===== config.mk =====
export PLATFORM = sky130hd
export DESIGN_NAME = vppt_cell
export DESIGN_NICKNAME = d
export VERILOG_FILES = /design/src/vppt_cell.sv
export SDC_FILE = /design/constraint.sdc
export NUM_CORES = 1
export LEC_CHECK = 0
export BUFFER_PORTS_ARGS = -buffer_cell sky130_fd_sc_hd__buf_2
export CORE_UTILIZATION = 37
export CTS_BUF_LIST = sky130_fd_sc_hd__clkbuf_16
export DETAILED_ROUTE_END_ITERATION = 8
export PLACE_DENSITY = 0.79
export RECOVER_POWER = 25
export SETUP_SLACK_MARGIN = 0.2
export SLEW_MARGIN = 20
export SYNTH_ARGS = -nofsm -noshare
export SYNTH_HDL_FRONTEND = slang
export SYNTH_SLANG_ARGS = --single-unit

===== constraint.sdc =====
create_clock -name aclk -period 1.85 [get_ports aclk]
set_clock_uncertainty 0.15 [all_clocks]
set_input_delay 0.185 -clock aclk [delete_from_list [all_inputs] [get_ports aclk]]
set_output_delay 0.185 -clock aclk [all_outputs]
set_load 0.01 [all_outputs]

===== src/vppt_cell.sv =====
`timescale 1ns / 1ps
`default_nettype none

module vppt_cell #(
    parameter int COORD_WIDTH = 16
) (
    input  wire                           aclk,
    input  wire                           shift_en,
    input  wire  signed [COORD_WIDTH-1:0] shift_x,
    input  wire  signed [COORD_WIDTH-1:0] shift_y,
    input  wire                           load_en,
    input  wire  signed [COORD_WIDTH-1:0] load_x,
    input  wire  signed [COORD_WIDTH-1:0] load_y,
    output logic signed [COORD_WIDTH-1:0] x,
    output logic signed [COORD_WIDTH-1:0] y
);

    logic signed [COORD_WIDTH-1:0] x_reg, x_next;
    logic signed [COORD_WIDTH-1:0] y_reg, y_next;

    // A new point is written in place; otherwise the ring rotates or holds.
    always_comb begin
        x_next = x_reg;
        y_next = y_reg;
        if (load_en) begin
            x_next = load_x;
            y_next = load_y;
        end else if (shift_en) begin
            x_next = shift_x;
            y_next = shift_y;
        end
    end

    always_ff @(posedge aclk) begin
        x_reg <= x_next;
        y_reg <= y_next;
    end

    assign x = x_reg;
    assign y = y_reg;

endmodule

`default_nettype wire


# ---- After elaboration in Yosys (flattened, before gate mapping)
# Index checks and enable logic that the tools add are counted.
dict set report totals {
  regBits 32
  input_bits 67
  out_inout_bits 32
  wordCells 7
}
dict set report op_classes {
  mux 4
  n_reduce_logical 1
}
# cell count
set op_table {}
lappend op_table {{16-bit two-way mux} 4}
lappend op_table {{2-bit nonzero test} 1}

# ---- Depth between registers and ports, before layout
# Gate-level depths: netlist of the first run.
dict set report depth {
  depth_word 2
  mapped_depth 3
  depth_no_buf 1
}

# ---- Least setup slack after synthesis of the first run
# No wires, ideal clock.
dict set report synth_path {
  path_kind {in2reg}
  from {input port load_en}
  to {register x_reg[0], in the netlist x[0] (enable)}
  setup_ps 390
  arrival_ps 1207
  required_time_ps 1310
  path_slack_ps 102
  path_stages 3
  n_path_buf 2
  cell_sequence {buf_6 > buf_12 > or2_1}
}
dict set report synth_between {
  elab_chain_len 1
}
# element line
set synth_rtl {}
lappend synth_rtl {{start: declaration} 11} ;# input wire load_en,
lappend synth_rtl {{2-bit nonzero test (no line)} -}
lappend synth_rtl {{end signal: assignment} 35} ;# x_reg <= x_next;
lappend synth_rtl {{end: declaration} 18} ;# logic signed [COORD_WIDTH-1:0] x_reg, x_next;
# No other way between the ends.
# A chain may end at the register's enable or synchronous reset.

# ---- Final worst setup path of the first run
dict set report layout_path {
  from {input port load_en}
  to {register x_reg[5], in the netlist x[5], data pin}
}
dict set report layout_between {
  elab_chain_len 1
}
# element line
set layout_rtl {}
lappend layout_rtl {{16-bit two-way mux} 25} ;# if (load_en) begin
lappend layout_rtl {{named net x_next[5]} 18}
# The timed path passes the listed nets, and every way through them passes these cells.

==> impl_metrics.yaml, run 1 <==
grt:
  grt_overflow: 0
  grt_pass1_vias: 1065
  antenna_found_initial: 0
  grt_max_degree: 33
  grt_util_all_layers_pct: 14.80
  grt_pass1_wl_um: 4602
synth:
  synth-compound-area-share_pct: 0
  ys_ff_latch: 32
  synth_top_family_by_area: "multiplexers"
  synth.top_cell.area_share_pct: 63.73
  postSynthCellCount: 69
  yosysSeqAreaShare_pct: 63.73
  synth_cell_types: 6
  syn_area_um2: 1508
  synth_fa_ha_area_share_pct: 0
  synthMuxAreaShare_pct: 31.12
  synthXorXnorAreaFrac_pct: 0
  yosysWarnings: 0
  synth-simple-area-share_pct: 0.4149
  yosys.area.top_type: "edfxtp_1"
  synth_area_per_cell_um2: 21.85
  synth.area.top_cells: "edfxtp_1 64%, mux2_4 29%, buf_12 4.0%, mux2_2 2.2%, buf_6 0.75%"
  synth.net_count: 136
critical_path:
  endpoint_kind: "flip-flop"
  cp.required_ns: 1.70
  critPathKind: "in -> reg"
  crit_path_start_kind: "input port"
  critPathArrivalTime_ns: 1.13
  crit_path_max_fanout: 19
clock_tree:
  cts_resized: 0
  max-clock-path-buffers: 2
  cts_tree: "yes"
  cts_setup_buffers: 0
  clock-sinks: 32
  numCtsBuffers: 5
  hold_buffers: 0
  path_clk_slew_ns: 0.05
  cts_root_buf: "clkbuf_16"
  h-tree-depth: 2
routing:
  dr.pass1.iters: 4
  drt-total-wl_um: 3048
  ant_nets: 0
  wl_per_cell_um: 13.85
  drc: 0
  vias: 991
  dr.first_iter.drc_count: 50
  viasPerCell: 4.505
min_path:
  hold_class: "in -> reg"
floorplan:
  die_h_um: 65.84
  fp.dieW_um: 65.84
  initial_core_util_pct: 39.98
  pin_count: 99
  rows: 22
  die_area_um2: 4334
  core-area_um2: 3771
status:
  outcome: "finished, final reports clean"
timing:
  hold_viol_final: 0
  setup_viol_count_final: 0
  tightest_slew_ns: 0.7196
  period_minus_slack_ns: 1.272
  slew_violations: 0
  max_slew_margin_pct: 52.03
  fmax_mhz: 786.1
  post-route-period-util_pct: 68.77
  tns_ns: 0
  rsz0062_at_grt: "no"
layout:
  n_antenna_cell: 0
  nets: 239
  finalCoreUtilization_pct: 54.35
  fin_area_um2: 2049
  instances_no_fill: 220
  syn2layout_area_growth_pct: 35.93
  layout-drive-gt1-share_pct: 67.44
placed_design:
  placed_cell_area_um2: 2002
  port_buffers: 98
  dp_hpwl_um: 2412
  place.gp.congestion: 0.7697
  dp.cells: 213
power:
  power_density_nw_per_um2: 937.8
  vdd.ir_drop.worst_mv: 0.7417
  leakagePower_nw: 0.9455
  p_total_w: 0.001922
job:
  max-cap-violations: 0
==> synthesized netlist by cell type <==
cell type,n
edfxtp_1,32
buf_12,3
mux2_2,3
or2_1,1
buf_6,1
mux2_4,29
==> layout make-up <==
class                   count  area, um2
clock buffers               5      125.1
repair buffers            100      503.0
flip-flops and latches     32      960.9
fillers                   348       1722
multi-input cells          33      392.9
well taps                  48      60.06
clock inverters             2      7.507
==> critical path, cell delays in order <==
cell      delay [ns]
buf_2           0.10
clkbuf_2        0.44
mux2_1          0.40
==> path summary, 6_finish.rpt <==
check	from	end	slack, ns	depth (start not counted)
max	load_en	x[5]	0.58	3
min	shift_y[15]	y[15]	0.05	2
==> logic make-up after synthesis <==
| family | count (synthesis) |
|---|---|
| simple gates | 1 |
| mux | 32 |
| flops | 32 |
| buf+inv | 4 |
==> cells in the final DEF, fill, tap and decap left out <==
master	instances
buf_2	98
edfxtp_1	32
mux2_1	22
mux2_4	7
clkbuf_16	5
mux2_2	3
clkinv_1	2
or2_2	1
clkbuf_2	1
buf_4	1
==> metrics by stage <==
stage	hold WS, ns	setup slack, ns
global route	0.05116	0.5236
global placement	0.3341	0.4683
detailed placement	0.3388	0.4197
finish	0.05320	0.5778
floorplan	0.2525	0.4013
CTS	0.06392	0.7005
==> per-layer routing <==
layer	up-vias	wire [um]	track usage, %
li1	474	-	-
met1	451	1072	15.26
met2	60	1546	25.26
met3	6	356	6.034
met4	0	73	8.152
met5	-	0	0
==> power by group <==
| part | switching (W) | leakage [nW] | total [W] | internal, W |
|---|---|---|---|---|
| Clock | 0.000254 | 0.0648 | 0.000733 | 0.000479 |
| Combinational | 0.000130 | 0.555 | 0.000278 | 0.000148 |
| Sequential | 0.0000182 | 0.326 | 0.000911 | 0.000893 |
| Total | 0.000402 | 0.946 | 0.00192 | 0.00152 |
Power figures use the tool's default switching activity.
==> run 2: changes to the inputs <==
--- a/config.mk
+++ b/config.mk
@@ -5,11 +5,12 @@
 export SDC_FILE = /design/constraint.sdc
 export NUM_CORES = 1
 export LEC_CHECK = 0
+export ABC_AREA = 1
 export BUFFER_PORTS_ARGS = -buffer_cell sky130_fd_sc_hd__buf_2
-export CORE_UTILIZATION = 37
+export CORE_UTILIZATION = 40
 export CTS_BUF_LIST = sky130_fd_sc_hd__clkbuf_16
 export DETAILED_ROUTE_END_ITERATION = 8
-export PLACE_DENSITY = 0.79
+export PLACE_DENSITY = 0.82
 export RECOVER_POWER = 25
 export SETUP_SLACK_MARGIN = 0.2
 export SLEW_MARGIN = 20
==> constraint.sdc (replaced) <==
create_clock -name aclk -period 1.21 [get_ports aclk]
set_clock_uncertainty 0.15 [all_clocks]
set_input_delay 0.121 -clock aclk [delete_from_list [all_inputs] [get_ports aclk]]
set_output_delay 0.121 -clock aclk [all_outputs]
set_load 0.01 [all_outputs]
==> impl_metrics.yaml, run 2 <==
layout:
  layout_common_cells: "97 x buf_2, 83 x nand2_1, 54 x dlymetal6s4s_1"
  syn2layout_area_growth_pct: 100.0
  multi_input_area_um2: 401.6
  layout-drive-gt1-share_pct: 40.54
  nFillCells: 200
  final_common_cell: "buf_2"
  nets: 362
  seq_area_um2: 960.9
  instances_no_fill: 343
grt:
  grt_overflow: 0
  grt_max_degree: 34
  grt_pass1_wl_um: 6637
  antenna_found_initial: 1
  grt_pass1_vias: 1605
  grt_util_all_layers_pct: 25.66
timing:
  period_minus_slack_ns: 1.095
  post-route-period-util_pct: 90.51
  rsz0062_at_grt: "yes"
  hold_ws_ns: -0.009899
  tns_ns: 0
  hold_viol_final: 3
  max_slew_margin_pct: 70.85
  setup_viol_count_final: 0
  tightest_slew_ns: 0.4372
  slew_violations: 0
  fmax_mhz: 913.1
routing:
  drt-total-wl_um: 5262
  dr.pass1.iters: 4
  vias: 1595
  viasPerCell: 4.650
  ant_nets: 0
  dr.first_iter.drc_count: 138
  wl_per_cell_um: 15.34
  drc: 0
floorplan:
  initial_core_util_pct: 41.99
  core-area_um2: 3337
  pin_count: 99
  die_area_um2: 3744
  rows: 21
  fp.dieW_um: 61.19
  die_h_um: 61.19
clock_tree:
  max-clock-path-buffers: 2
  cts_setup_buffers: 0
  clock-sinks: 32
  hold_buffers: 59
  cts_root_buf: "clkbuf_16"
  cts_tree: "yes"
  h-tree-depth: 2
  numCtsBuffers: 5
  path_clk_slew_ns: 0.05
synth:
  synthMuxAreaShare_pct: 0
  synth_edf_count: 32
  synth_area_per_cell_um2: 10.23
  syn_area_um2: 1401
  synth.top_cell.area_share_pct: 68.57
  synth.net_count: 204
  synth_most_common_cell: "nand2_1"
  synth_fa_ha_area_share_pct: 0
  synth-async-reset-ratio_pct: 0
  postSynthCellCount: 137
  yosys.area.top_type: "edfxtp_1"
  yosysSeqAreaShare_pct: 68.57
  synth_common_cells: "96 x nand2_1, 32 x edfxtp_1, 4 x buf_6, 3 x buf_4"
  ys_ff_latch: 32
  yosysWarnings: 0
  synth_ff_type: "edfxtp_1"
  synth_top_family_by_area: "simple AND/OR/NAND/NOR gates"
  synth.area.top_cells: "edfxtp_1 69%, nand2_1 26%, buf_6 3.2%, buf_4 1.6%, inv_4 0.45%"
  synthXorXnorAreaFrac_pct: 0
  synth-compound-area-share_pct: 0
  synth-simple-area-share_pct: 26.16
  synth_cell_types: 6
power:
  p_seq_share_pct: 43.4
  p_int_w: 0.002467
  power_density_nw_per_um2: 1146
  pwr-share-comb_pct: 20.5
  clockPowerShare_pct: 36.1
  switching_power_w: 0.0007446
  vdd.ir_drop.worst_mv: 0.9391
  leakagePower_nw: 1.815
  switching_share_pct: 23.19
critical_path:
  critPathArrivalTime_ns: 0.82
  crit_family: "flip-flops"
  critPathKind: "reg -> out"
  worst_path_largest_cell_delay_ns: 0.40
  crit_path_start_kind: "flip-flop"
  endpoint_kind: "primary output"
  path_cells: "buf_2"
  cp.required_ns: 0.94
  cp_num_buf_inv: 1
  crit_path_max_fanout: 1
  crit_path_top_delay_cell: "edfxtp_1"
job:
  max-cap-violations: 0
min_path:
  min_to: "x[9]"
  hold_class: "in -> reg"
  min_from: "shift_x[9]"
  whs_path_depth: 3
placed_design:
  port_buffers: 98
  dp_hpwl_um: 2188
  dp.cells: 275
  place.gp.congestion: 0.7334
status:
  failed_checks: "hold timing"
  outcome: "complete, but fails checks"
==> run 2: cell count changes in the layout (fill, tap and decap cells not counted), sizes merged <==
cell          previous run  this run
nand2                    0        96
inv                      0         1
buf                     99        98
clkinv                   2         3
diode                    0         1
dlymetal6s4s             0        54
dlygate4sd3              0         5
mux2                    32         0
==> run 2: logic make-up (layout without fill, tap and decap cells) <==
kind of cell	Yosys count	after routing
other	0	1
buffers and inverters	8	167
and+or+nand+nor	97	97
DFF	32	32
==> run 2: timing repair <==
item,4_1_cts,5_1_grt
setup endpoints to repair,32,61
hold endpoints to repair,32,1
pin swaps,0,14
gates resized for setup,0,68
==> run 2: final cells by class <==
class,instances,share of cell area (%)
repair buffers,158,44.06
flip-flops and latches,32,34.29
multi-input cells,97,14.33
clock buffers,5,4.464
well taps,46,2.054
clock inverters,3,0.4911
inverters,1,0.2232
diodes,1,0.08929
==> run 2: layer usage <==
layer / global-route usage [%] / share of wire [%] / vias to the layer above
met3: 5.882 / 7.2 / 28
met4: 19.81 / 6.3 / 0
li1: - / - / 756
met5: 0 / 0 / -
met1: 23.93 / 31 / 716
met2: 47.83 / 56 / 95
==> run 2: worst max-delay path by stage <==
stage | slack [ns] | cells after the start | to | startpoint
floorplan | 0.19 | 2 | x[0] | load_en
global placement | 0.07 | 2 | x[0] | load_en
detailed placement | 0.05 | 2 | x[1] | load_en
CTS | 0.13 | 1 | x[10] | x[10]
global route | 0.1 | 1 | x[10] | x[10]
finish | 0.11 | 1 | x[10] | x[10]
==> run 2: power groups by stage <==
| stage | registers, W | clock network (W) | logic [W] |
|---|---|---|---|
| 3_3_place_gp | 0.00141 | 0 | 0.000426 |
| 3_5_place_dp | 0.00141 | 0 | 0.000433 |
| 4_1_cts | 0.00139 | 0.00116 | 0.000578 |
| 5_1_grt | 0.00141 | 0.00122 | 0.000717 |
| 2_1_floorplan | 0.00149 | 0 | 0.000134 |
| 6_report | 0.00140 | 0.00116 | 0.000658 |
==> run 2: through the flow <==
step                setup WS [ns]  power (W)  area [um2]  util [%]
floorplan                  0.1852   0.001619        1408         -
finish                     0.1149   0.003212        2803     83.99
global placement          0.07020   0.001834        1904     57.07
detailed placement        0.04886   0.001846        1904     57.07
CTS                        0.1323   0.003135        2634     78.93
global route              0.09739   0.003342        2803     83.99
==> run 3: changes to the inputs <==
--- a/config.mk
+++ b/config.mk
@@ -12,6 +12,7 @@
 export DETAILED_ROUTE_END_ITERATION = 8
 export PLACE_DENSITY = 0.82
 export RECOVER_POWER = 25
+export REMOVE_ABC_BUFFERS = 1
 export SETUP_SLACK_MARGIN = 0.2
 export SLEW_MARGIN = 20
 export SYNTH_ARGS = -nofsm -noshare
==> impl_metrics.yaml, run 3 (same netlist as run 2, synthesis figures left out) <==
floorplan:
  pin_count: 99
  die_area_um2: 3744
  die_h_um: 61.19
  core-area_um2: 3337
  fp.dieW_um: 61.19
  initial_core_util_pct: 41.99
  rows: 21
timing:
  rsz0062_at_grt: "yes"
  fmax_mhz: 882.7
  tightest_slew_ns: 0.4426
  setup_viol_count_final: 0
  period_minus_slack_ns: 1.133
  hold_ws_ns: -0.01541
  post-route-period-util_pct: 93.63
  hold_viol_final: 1
  slew_violations: 0
  max_slew_margin_pct: 70.50
  tns_ns: 0
grt:
  grt_overflow: 0
  grt_util_all_layers_pct: 26.75
  grt_max_degree: 33
  grt_pass1_wl_um: 6927
  antenna_found_initial: 0
  grt_pass1_vias: 1568
critical_path:
  critPathLaunch: "x[8]"
  path_cells: "buf_2"
  crit_path_max_fanout: 1
  crit_path_top_delay_cell: "edfxtp_1"
  cp.required_ns: 0.94
  endpoint_kind: "primary output"
  crit_path_start_kind: "flip-flop"
  cp_num_buf_inv: 1
  worstSetupEndpoint: "x[8]"
  path_depth: 1
  worst_path_largest_cell_delay_ns: 0.42
  crit_family: "flip-flops"
  critPathArrivalTime_ns: 0.86
  critPathKind: "reg -> out"
routing:
  vias: 1738
  dr.first_iter.drc_count: 201
  viasPerCell: 5.082
  ant_nets: 0
  dr.pass1.iters: 4
  wl_per_cell_um: 18.29
  drc: 0
  drt-total-wl_um: 6256
power:
  p_total_w: 0.003509
  power_density_nw_per_um2: 1242
  leakagePower_nw: 1.820
  vdd.ir_drop.worst_mv: 1.153
layout:
  final_common_cell: "buf_2"
  syn2layout_area_growth_pct: 101.6
  layout_common_cells: "96 x buf_2, 78 x nand2_1, 53 x dlymetal6s4s_1"
  nets: 362
  layout-drive-gt1-share_pct: 42.91
  fin_area_um2: 2825
  n_antenna_cell: 0
  nFillCells: 152
clock_tree:
  numCtsBuffers: 5
  cts_root_buf: "clkbuf_16"
  cts_tree: "yes"
  clock-sinks: 32
  path_clk_slew_ns: 0.06
  h-tree-depth: 2
  max-clock-path-buffers: 2
status:
  outcome: "complete, but fails checks"
  failed_checks: "hold timing"
placed_design:
  dp_hpwl_um: 2331
  port_buffers: 98
  place.gp.congestion: 0.7671
  placed_cell_area_um2: 1917
job:
  max-cap-violations: 0
min_path:
  hold_class: "in -> reg"
## run 3: cell types whose count changed in the layout (fill, tap and decap cells not counted), sizes merged
| cell | change |
|---|---|
| clkbuf | +1 |
| dlymetal6s4s | -1 |
| bufinv | +1 |
| buf | +1 |
| clkinv | -2 |
| inv | +1 |
| dlygate4sd3 | -1 |
| diode | -1 |
## run 3: timing repair
action / 4_1_cts / 5_1_grt
endpoints found under the hold margin: 31 / 0
gates resized for setup: 0 / 73
pin swaps: 0 / 19
hold buffers: 57 / 0
endpoints found under the setup margin: 32 / 62
setup buffers: 0 / 0
## run 3: final cells by class
type | count | area [um2] | area share (%)
multi-input cells | 97 | 411.6 | 14.57
well taps | 46 | 57.56 | 2.037
clock inverters | 3 | 38.79 | 1.373
clock buffers | 5 | 125.1 | 4.429
repair buffers | 158 | 1225 | 43.36
inverters | 1 | 6.256 | 0.2214
flip-flops and latches | 32 | 960.9 | 34.01
## run 3: worst min-delay path by stage
stage                 from     to  slack, ns  depth (start not counted)
2_1_floorplan   shift_x[0]   x[0]       0.15                          2
3_3_place_gp   shift_y[11]  y[11]       0.23                          3
3_5_place_dp    shift_y[2]   y[2]       0.24                          3
4_1_cts         shift_y[6]   y[6]      -0.01                          3
5_1_grt         shift_y[1]   y[1]      -0.03                          3
6_report        shift_y[1]   y[1]      -0.02                          3
## run 3: power by group
group          leakage, nW  internal [W]  switching [W]  total (W)
registers            0.330       0.00137      0.0000465    0.00141
clock network       0.0850      0.000959       0.000456    0.00141
logic                 1.41      0.000359       0.000323   0.000682
total                 1.82       0.00268       0.000826    0.00351
## run 3: routing by layer
metal	share of wire [%]	vias up	GRT usage (%)
met4	3.0	0	15.58
met5	0	-	0
met1	34	801	25.89
li1	-	752	-
met2	50	163	49.84
met3	13	22	7.983
## run 3: metrics by stage
stage / hold WS, ns / setup slack [ns] / cells / utilization, %
after global placement: 0.2345 / 0.03782 / 277 / 57.44
after detailed placement: 0.2383 / -0.004933 / 277 / 57.44
final: -0.01541 / 0.07707 / 342 / 84.66
after global routing: -0.02626 / 0.007223 / 342 / 84.66
after floorplan: 0.1496 / 0.09832 / 130 / -
after CTS: -0.01033 / 0.1242 / 342 / 79.45
