===== config.mk =====
export PLATFORM = sky130hd
export DESIGN_NAME = vppt_match
export DESIGN_NICKNAME = d
export VERILOG_FILES = /design/src/vppt_pkg.sv /design/src/vppt_match.sv
export SDC_FILE = /design/constraint.sdc
export NUM_CORES = 1
export LEC_CHECK = 0
export ABC_AREA = 0
export BUFFER_PORTS_ARGS = -buffer_cell sky130_fd_sc_hd__buf_4
export CORE_UTILIZATION = 36
export CTS_CLUSTER_DIAMETER = 30
export DETAILED_ROUTE_END_ITERATION = 10
export PLACE_DENSITY_LB_ADDON = 0.3
export SKIP_CTS_REPAIR_TIMING = 1
export SLEW_MARGIN = 25
export SYNTH_ARGS = -nofsm -noshare
export SYNTH_HDL_FRONTEND = slang
export SYNTH_SLANG_ARGS = --single-unit

===== constraint.sdc =====
create_clock -name aclk -period 15.5 [get_ports aclk]
set_input_delay 3.1 -clock aclk [delete_from_list [all_inputs] [get_ports aclk]]
set_output_delay 3.1 -clock aclk [all_outputs]
set_load 0.05 [all_outputs]

===== src/vppt_pkg.sv =====
`timescale 1ns / 1ps
`default_nettype none

package vppt_pkg;

    // Fixed field widths.
    localparam int CMD_W    = 2;
    localparam int RADIUS_W = 15;
    localparam int R2_W     = 2 * RADIUS_W;
    localparam int APB_AW   = 3;
    localparam int APB_DW   = 32;

    // Command codes.
    localparam logic [CMD_W-1:0] CMD_ADD    = 2'd0;
    localparam logic [CMD_W-1:0] CMD_RADIUS = 2'd1;
    localparam logic [CMD_W-1:0] CMD_RECT   = 2'd2;
    localparam logic [CMD_W-1:0] CMD_NONE   = 2'd3;

    // Register index, taken from the word address bit.
    localparam logic REG_INSERT_RADIUS = 1'b0;

    // Reset value of the insert radius, 0.5 in Q7.8.
    localparam logic [RADIUS_W-1:0] INSERT_RADIUS_RESET = 15'd128;

    typedef enum logic [1:0] {
        ST_IDLE,
        ST_SCAN,
        ST_FINISH
    } state_t;

    // Control that travels with each point fed into the match unit.
    typedef struct packed {
        logic feed;
        logic rect_mode;
    } match_ctrl_t;

endpackage

`default_nettype wire


===== src/vppt_match.sv =====
`timescale 1ns / 1ps
`default_nettype none

module vppt_match #(
    parameter int COORD_WIDTH = 16
) (
    input  wire                                aclk,
    input  wire                                aresetn,
    input  wire  vppt_pkg::match_ctrl_t        ctrl,
    input  wire  signed [COORD_WIDTH-1:0]      pt_x,
    input  wire  signed [COORD_WIDTH-1:0]      pt_y,
    input  wire  signed [COORD_WIDTH-1:0]      q_x,
    input  wire  signed [COORD_WIDTH-1:0]      q_y,
    input  wire  signed [COORD_WIDTH-1:0]      left,
    input  wire  signed [COORD_WIDTH-1:0]      right,
    input  wire  signed [COORD_WIDTH-1:0]      low,
    input  wire  signed [COORD_WIDTH-1:0]      high,
    input  wire         [vppt_pkg::R2_W-1:0]   r2,
    output logic                               hit
);

    localparam int SQW  = 2 * COORD_WIDTH;
    localparam int SUMW = SQW + 1;
    localparam int CMPW = (SUMW > vppt_pkg::R2_W) ? SUMW : vppt_pkg::R2_W;

    logic signed [COORD_WIDTH:0]   diff_x, diff_y;
    logic        [COORD_WIDTH-1:0] mag_x, mag_y;
    logic                          rect_hit;

    logic                   v1_reg, v1_next;
    logic                   mode1_reg;
    logic                   rect1_reg;
    logic [COORD_WIDTH-1:0] dx1_reg, dy1_reg;

    logic           v2_reg, v2_next;
    logic           mode2_reg;
    logic           rect2_reg;
    logic [SQW-1:0] sqx2_reg, sqy2_reg;

    logic [CMPW-1:0] dist2;
    logic            hit_reg, hit_next;

    // Stage 1: absolute coordinate distances and the rectangle test.
    always_comb begin
        diff_x   = {pt_x[COORD_WIDTH-1], pt_x} - {q_x[COORD_WIDTH-1], q_x};
        diff_y   = {pt_y[COORD_WIDTH-1], pt_y} - {q_y[COORD_WIDTH-1], q_y};
        mag_x    = diff_x[COORD_WIDTH] ? COORD_WIDTH'(-diff_x) : diff_x[COORD_WIDTH-1:0];
        mag_y    = diff_y[COORD_WIDTH] ? COORD_WIDTH'(-diff_y) : diff_y[COORD_WIDTH-1:0];
        rect_hit = (pt_x >= left) && (pt_x <= right) && (pt_y > low) && (pt_y < high);
        v1_next  = ctrl.feed;
    end

    // Stage 2: square both distances.
    assign v2_next = v1_reg;

    // Stage 3: squared distance against squared radius, or the rectangle flag.
    always_comb begin
        dist2    = CMPW'(sqx2_reg) + CMPW'(sqy2_reg);
        hit_next = v2_reg && (mode2_reg ? rect2_reg : (dist2 < CMPW'(r2)));
    end

    always_ff @(posedge aclk) begin
        if (!aresetn) begin
            v1_reg  <= 1'b0;
            v2_reg  <= 1'b0;
            hit_reg <= 1'b0;
        end else begin
            v1_reg  <= v1_next;
            v2_reg  <= v2_next;
            hit_reg <= hit_next;
        end
    end

    always_ff @(posedge aclk) begin
        mode1_reg <= ctrl.rect_mode;
        rect1_reg <= rect_hit;
        dx1_reg   <= mag_x;
        dy1_reg   <= mag_y;
        mode2_reg <= mode1_reg;
        rect2_reg <= rect1_reg;
        sqx2_reg  <= SQW'(dx1_reg) * SQW'(dx1_reg);
        sqy2_reg  <= SQW'(dy1_reg) * SQW'(dy1_reg);
    end

    assign hit = hit_reg;

    // A hit can only come out for a point that was fed in and has passed through the pipeline stages.
    a_hit_from_feed: assert property (@(posedge aclk) disable iff (!aresetn)
        hit_reg |-> $past(ctrl.feed, 3))
        else $error("match hit without a fed point");

endmodule

`default_nettype wire


# After elaboration in Yosys (flattened, before gate mapping)
# Cells that the tools add are included.
[totals]
inputBits = 162
ff_bits = 103
output_inout_bits = 1
word_cells = 30
[classes]
n_mux = 3
multipliers = 2
n_addsub = 5
reduce_logical = 4
order_cmp = 5
[op_table]
columns = ["cell", "count"]
rows = [
  ["16-bit by 16-bit multiplier with 32-bit output", 2],
  ["16-bit by 16-bit subtractor with 17-bit output", 2],
  ["32-bit by 32-bit adder with 33-bit output", 1],
  ["33-bit by 30-bit less-than comparator with 1-bit output", 1],
  ["16-bit 2-to-1 mux", 2],
  ["16-bit negation", 2],
  ["16-bit >= comparator", 1],
  ["16-bit greater-than comparator", 1],
  ["16-bit less-or-equal comparator", 1],
  ["16-bit less-than comparator", 1],
  ["1-bit logical AND", 4],
  ["1-bit 2-to-1 mux", 1],
]

# Depth between registers and ports, before layout
# Gate-level depths: netlist (run 1).
[logic_depth]
depth_word = 4
depth_mapped = 27
ltp_nobuf = 25

# Least setup slack after synthesis (run 1)
# OpenSTA, ideal clock, no wires.
[synth_timing]
path_kind = "flip-flop to flip-flop"
start = "register dy1_reg[4]"
end = "register sqy2_reg[28]"
setup_ps = 72
path_buffers = 3
path_stages_with_launch = 27
slack_ps = 9268
synth_period_minus_slack_ps = 6232
required_ps = 15428
arrival_ps = 6160
path_cell_list = "dfxtp_1 > clkbuf_1 > clkbuf_1 > nand2_1 > inv_1 > fa_1 > inv_1 > fa_1 > inv_1 > fa_1 > fa_1 > fa_1 > inv_1 > fa_1 > inv_1 > ha_1 > clkbuf_1 > and4_1 > a21oi_1 > o21ai_0 > o21a_1 > a311o_1 > a31oi_2 > o221a_2 > o21bai_1 > a21oi_1 > xnor2_1"
[synth_via]
elab_chain_cells = 1
[synth_lines]
columns = ["item", "line_no", "text"]
rows = [
  ["start, declared", "vppt_match.sv:33", "logic [COORD_WIDTH-1:0] dx1_reg, dy1_reg;"],
  ["start signal, assigned", "vppt_match.sv:78", "dy1_reg <= mag_y;"],
  ["16-bit by 16-bit multiplier with 32-bit output", "vppt_match.sv:82", "sqy2_reg <= SQW'(dy1_reg) * SQW'(dy1_reg);"],
  ["end signal, assigned", "vppt_match.sv:82", ""],
  ["end, declared", "vppt_match.sv:38", "logic [SQW-1:0] sqx2_reg, sqy2_reg;"],
]
# No other way between the ends.
# A chain may end at the register's enable or synchronous reset.

# Final worst setup path (run 1)
[layout_timing]
start = "register dy1_reg[0]"
end = "register sqy2_reg[31]"
# The elaborated chain is that of the path after synthesis.

==> run_results.csv, run 1 <==
group,metric,value,unit
synthesis,yosys.area.top_type,"fa_1",
timing,whs,330,ps
routing,via_per_inst,4.87,
cells_and_area,layout-area-overhead-vs-synth,10.8,%
floorplanning,start_util,36.4,%
clock_tree,cts_num_sinks,101,
clock_tree,clock_latency,380,ps
grt,antenna_found_initial,1,
setup_path,critPathMaxStageDelay,750,ps
synthesis,netlist_instances,2527,
setup_path,crit_slowest_cell,"dfxtp_1",
placed_design,gp_congestion,0.893,
synthesis,synthAdderAreaFrac,50.6,%
routing,ant_nets,0,
synthesis,yosysUniqueCellTypes,64,
synthesis,synth-edff-count,0,
timing,fin_crit_sh,44.4,%
hold_path,worstHoldStart,"mode1_reg$_DFF_P_",
timing,setup_viol,0,
grt,grt_use_total,17.4,%
timing,min_period,6880,ps
routing,drc,0,
floorplanning,rows,90,
synthesis,synth_top_family_by_area,"adder cells",
synthesis,ys_ff_latch,101,
synthesis,synth_ff_type,"dfxtp_1",
synthesis,syn_nets,3378,
floorplanning,die_area,61900,µm²
clock_tree,clock_tree.buffer_depth,2,
timing,max_freq,145,MHz
timing,rsz0062_at_grt,"false",
grt,grt_max_degree,21,
synthesis,ys_async_sr_fraction,0,%
floorplanning,coreArea,60200,µm²
timing,hold_viol_final,0,
setup_path,reg2reg_depth,21,
setup_path,cp_top_family,"adder cells",
synthesis,yosysWarnings,0,
clock_tree,ctsRootBufferMaster,"clkbuf_16",
clock_tree,h-tree-depth,3,
setup_path,r2r_slack,8620,ps
timing,max_slew_margin,46.2,%
hold_path,hold_path_depth,0,
setup_path,crit_path_start,"dy1_reg[0]$_DFF_P_",
synthesis,synthMuxAreaShare,0.354,%
setup_path,r2r_end,"sqy2_reg[31]$_DFF_P_",
hold_path,min_path_type,"register to register",
setup_path,critPathKind,"register to register",
floorplanning,pin_count,163,
grt,grt_pass1_vias,18202,
clock_tree,path_clk_slew,80,ps
job,drv_cap,0,
timing,drv_slew,0,
cells_and_area,nets,3510,
setup_path,start_kind,"register",
floorplanning,die_h,249,µm
setup_path,crit_required,15760,ps
grt,grt-ovfl-total,0,
status,outcome,"complete, no violations",
setup_path,crit_fanout,13,
setup_path,crit_path_end_kind,"register",
cells_and_area,drive_above_1_share,7.66,%
setup_path,crit_chain,"inv_1, nor2_1, inv_1, fa_1, fa_1, inv_1, fa_1, fa_1, fa_1, inv_1, fa_1, inv_1, ha_1, a211oi_1, a31oi_1, a211oi_1, o21ai_1, a211oi_1, o21ai_1, a21oi_1, xnor2_1",
timing,finClkSkew,9.90,ps
clock_tree,cts_inserted_buffers,9,
synthesis,synth-simple-area-share,12.3,%
synthesis,synth_xor_area_share,5.55,%
clock_tree,cts_tree,"yes",
synthesis,synth_area,21900,µm²
setup_path,cp_common_cell,"fa_1",
synthesis,post-synth-top-area-fraction,30.0,%
setup_path,reg2reg_from,"dy1_reg[0]$_DFF_P_",
floorplanning,dieWidth,249,µm
routing,num_vias,16773,
synthesis,synth_compound_area_share,9.93,%
hold_path,min_to,"mode2_reg$_DFF_P_",
setup_path,crit_buf_inv,5,
placed_design,portBuffers,162,
placed_design,dpl.hpwl,45.7,mm
synthesis,synth.avg_cell_area,8.67,µm²
synthesis,synth_area_leaders,"fa_1 (30%), ha_1 (21%), inv_1 (11%)",
setup_path,crit_arrival,7140,ps
routing,first_pass_iters,5,
synthesis,ys_seq_area_share,9.23,%
routing,wl_per_cell,15.1,µm
routing,totalWireLength,52.1,mm
grt,grt_first_pass_wirelength,87.0,mm
timing,worstMarginPinSlew,807,ps
timing,tns,0,ps
cells_and_area,diodes,0,
routing,dr.first_iter.drc_count,750,
==> through the flow <==
stage	setup slack (ps)	utilization, %	cell area [µm²]	std cells
floorplan	9270	-	21900	2527
global placement	8880	39.8	24000	3430
detailed placement	8670	39.8	24000	3430
CTS	8630	40.3	24300	3446
global route	8200	40.3	24300	3446
finish	8620	40.3	24300	3446
==> layer usage <==
layer / global-route usage, % / vias up / share of wire (%)
li1: - / 8147 / -
met1: 21.8 / 8171 / 44
met2: 31.2 / 397 / 50
met3: 2.69 / 58 / 4.7
met4: 3.83 / 0 / 1.7
met5: 0 / - / 0
==> cell type report <==
type | instances | area (µm²)
Clock inverter | 7 | 92.6
Inverter | 662 | 2480
Multi-Input combinational cell | 1722 | 17300
Clock buffer | 9 | 225
Sequential cell | 101 | 2020
Tap cell | 782 | 978
Timing Repair Buffer | 163 | 1220
Fill cell | 6068 | 36000
==> synth_stat cells, types with 4 or more instances <==
library cell  number
fa_1             328
xor2_1            40
and3_1            10
nand2_1          192
nor2b_1           31
or3_1              4
a211oi_1          16
nor2_1           114
clkbuf_1          40
a21oi_1           93
o21bai_1          10
a31oi_1           14
a221oi_1           4
nand3_1           24
nor3_1            25
or2_2              8
a21o_1            66
o21ai_1           10
o211ai_1           5
o31a_1             4
dfxtp_1          101
o2111ai_1          4
nand4_1           23
ha_1             361
mux2_2             6
nor4_1             7
xnor2_1           99
nand2b_1          22
o21a_1            29
a2111oi_0          4
inv_1            662
and2_1            77
o21ai_0           42
==> cells in the final DEF (no fill, tap or decap), types with 24 or more instances in the layout <==
cell type  instances
inv_1            662
ha_1             361
fa_1             328
nand2_1          192
buf_4            163
nor2_1           114
dfxtp_1          101
xnor2_1           99
a21oi_1           93
and2_1            77
a21o_1            66
o21ai_0           42
xor2_1            40
nor2b_1           31
o21a_1            29
nor3_1            25
nand3_1           24
==> worst max path at each step <==
stage                      endpoint  cells past startpoint  slack (ps)
2_1_floorplan  sqy2_reg[28]$_DFF_P_                     26        9270
3_3_place_gp   sqy2_reg[31]$_DFF_P_                     21        8880
3_5_place_dp   sqy2_reg[30]$_DFF_P_                     22        8670
4_1_cts        sqy2_reg[31]$_DFF_P_                     21        8630
5_1_grt        sqy2_reg[31]$_DFF_P_                     21        8200
6_report       sqy2_reg[31]$_DFF_P_                     21        8620
==> logic make-up (layout without fill, tap and decap cells) <==
group	after synthesis	after routing
multiplexers	7	7
AND/OR/NAND/NOR	555	555
flip-flops	101	101
XOR/XNOR	139	139
buffers and inverters	704	841
AO/OA/AOI/OAI	332	332
adder cells (fa/ha/maj)	689	689
Power of run 1 is left out: the tool's default activity adds up to more than one toggle a clock period on the data nets, which glitch-free logic cannot reach.
==> inputs of run 2 (changes only) <==
- ABC_AREA: 0 -> 1
- clock period: 15.5 -> 6.06 ns (I/O delays scaled with it)
==> run 2 against run 1 <==
  * Count of clock-buffer cells in the layout up 2
  * The run now ends with design-rule violations left
  * Clock skew about the same
  * Critical endpoint is now sqy2_reg[27]$_DFF_P_
  * Fmax grew 19%
==> run_results.csv, run 2 <==
group,metric,value,unit
setup_path,critPathKind,"register to register",
floorplanning,rows,94,
floorplanning,dieWidth,261,µm
routing,wl_per_cell,12.9,µm
grt,grt-ovfl-total,0,
clock_tree,cts_tree,"yes",
setup_path,crit_slowest_cell,"dfxtp_1",
cells_and_area,diodes,0,
timing,max_slew_margin,65.0,%
floorplanning,start_util,36.6,%
timing,tns,0,ps
cells_and_area,final_cell_mix,"inv_1 (938), nand2_1 (780), ha_1 (361)",
synthesis,yosysWarnings,0,
hold_path,min_to,"rect2_reg$_DFF_P_",
cells_and_area,nets,4326,
synthesis,netlist_instances,3333,
clock_tree,h-tree-depth,3,
cells_and_area,layout-area-overhead-vs-synth,10.6,%
synthesis,ys_seq_area_share,8.36,%
routing,totalWireLength,56.0,mm
clock_tree,clock_tree.buffer_depth,2,
clock_tree,ctsRootBufferMaster,"clkbuf_16",
synthesis,yosys-top-cells-count,"inv_1 (938), nand2_1 (780), ha_1 (361)",
job,drv_cap,0,
synthesis,post-synth-top-area-fraction,27.2,%
status,outcome,"complete, but fails checks",
clock_tree,cts_inserted_buffers,9,
placed_design,dpl.hpwl,50.3,mm
timing,finClkSkew,9.53,ps
floorplanning,die_area,68200,µm²
synthesis,yosys.area.top_type,"fa_1",
synthesis,synth_ff_type,"dfxtp_1",
synthesis,ys_ff_latch,101,
setup_path,r2r_end,"sqy2_reg[27]$_DFF_P_",
floorplanning,coreArea,66100,µm²
timing,setup_viol,0,
setup_path,crit_arrival,6090,ps
grt,grt_max_degree,20,
setup_path,cp_common_cell,"fa_1",
placed_design,gp_congestion,0.904,
setup_path,crit_fanout,9,
grt,grt_pass1_vias,20453,
routing,via_per_inst,4.56,
synthesis,yosysMostFrequentCell,"inv_1",
synthesis,synth_area_leaders,"fa_1 (27%), ha_1 (19%), inv_1 (15%)",
clock_tree,path_clk_slew,80,ps
cells_and_area,nFillCells,7057,
setup_path,r2r_slack,300,ps
timing,fin_crit_sh,95.1,%
cells_and_area,final_common_cell,"inv_1",
floorplanning,pin_count,163,
timing,rsz0062_at_grt,"false",
setup_path,reg2reg_depth,21,
timing,min_period,5760,ps
setup_path,cp_top_family,"adder cells",
floorplanning,die_h,261,µm
timing,max_freq,174,MHz
timing,drv_slew,0,
setup_path,start_kind,"register",
hold_path,worstHoldStart,"rect1_reg$_DFF_P_",
cells_and_area,drive_above_1_share,7.07,%
clock_tree,clock_latency,380,ps
cells_and_area,multi_input_area,18400,µm²
grt,antenna_found_initial,1,
setup_path,crit_buf_inv,5,
synthesis,synth.avg_cell_area,7.25,µm²
synthesis,syn_nets,4184,
placed_design,portBuffers,162,
setup_path,crit_required,6380,ps
setup_path,critPathMaxStageDelay,650,ps
routing,ant_nets,0,
timing,worstMarginPinSlew,524,ps
synthesis,synth_area,24200,µm²
routing,num_vias,19830,
cells_and_area,ff_latch_area,2040,µm²
setup_path,crit_chain,"buf_4, nand2_1, fa_1, inv_1, fa_1, fa_1, fa_1, fa_1, inv_1, fa_1, inv_1, ha_1, nand2_1, nor2_1, inv_1, nor2_1, nand2_1, o211ai_1, nand3_1, nand2_1, xor2_1",
hold_path,hold_path_depth,0,
hold_path,min_path_type,"register to register",
timing,hold_viol_final,0,
grt,grt_first_pass_wirelength,96.2,mm
setup_path,crit_path_end_kind,"register",
clock_tree,cts_num_sinks,101,
setup_path,reg2reg_from,"dy1_reg[8]$_DFF_P_",
grt,grt_use_total,17.4,%
synthesis,yosysUniqueCellTypes,42,
synthesis,synth-edff-count,0,
synthesis,ys_async_sr_fraction,0,%
routing,dr.first_iter.drc_count,853,
routing,first_pass_iters,10,
status,violations,"design-rule violations",
routing,drc,3,
==> run 2: cell types whose count changed in the layout (fill, tap and decap cells not counted), sizes merged, moves of 31 or more <==
cell	before	now
inv	664	941
xor2	40	91
a21oi	94	143
a21o	66	12
nand3	24	108
nand2	192	784
xnor2	99	35
nor2b	31	0
nor2	114	173
and2	77	4
==> run 2: logic make-up (layout without fill, tap and decap cells) <==
logic type	after synthesis	count (layout)	synth area share, %
fa+ha+maj	689	689	45.8
compound gates	267	267	6.18
flops	101	101	8.36
xor+xnor	126	126	4.67
simple gates	1149	1149	19.3
buf+inv	1001	1148	15.6
==> run 2: layout make-up <==
type | instances | share of cell area [%]
Timing Repair Buffer | 192 | 5.39
Sequential cell | 101 | 7.64
Inverter | 940 | 13.2
Tap cell | 864 | 4.04
Multi-Input combinational cell | 2231 | 68.7
Clock buffer | 11 | 0.870
Clock inverter | 5 | 0.136
==> run 2: metal layers <==
metal  up-vias  track usage (%)  share of wire (%)
met4         2             2.65               0.95
met1      9177             23.8                 48
met2       393             29.6                 46
met3        34             2.36                4.7
li1      10224                -                  -
met5         -                0              0.023
==> run 2: how the worst max path moves through the flow <==
stage	cells past startpoint	from	slack, ps	end
after floorplan	22	dx1_reg[13]$_DFF_P_	550	sqx2_reg[26]$_DFF_P_
after global placement	18	dy1_reg[3]$_DFF_P_	180	sqy2_reg[27]$_DFF_P_
after detailed placement	20	dx1_reg[12]$_DFF_P_	140	sqx2_reg[26]$_DFF_P_
after CTS	22	dy1_reg[9]$_DFF_P_	120	sqy2_reg[27]$_DFF_P_
after global routing	21	dy1_reg[8]$_DFF_P_	8	sqy2_reg[27]$_DFF_P_
final	21	dy1_reg[8]$_DFF_P_	300	sqy2_reg[27]$_DFF_P_
==> run 2: stage by stage <==
| step | util, % | setup WS [ps] | instance area, µm² | std cells | hold slack (ps) |
|---|---|---|---|---|---|
| global route | 40.5 | 8.22 | 26700 | 4344 | 341 |
| global placement | 40.0 | 185 | 26500 | 4328 | 312 |
| CTS | 40.4 | 122 | 26700 | 4344 | 333 |
| floorplan | - | 553 | 24200 | 3333 | 310 |
| detailed placement | 40.0 | 137 | 26500 | 4328 | 313 |
| finish | 40.5 | 297 | 26700 | 4344 | 332 |
Power of run 2 is left out for the same reason.
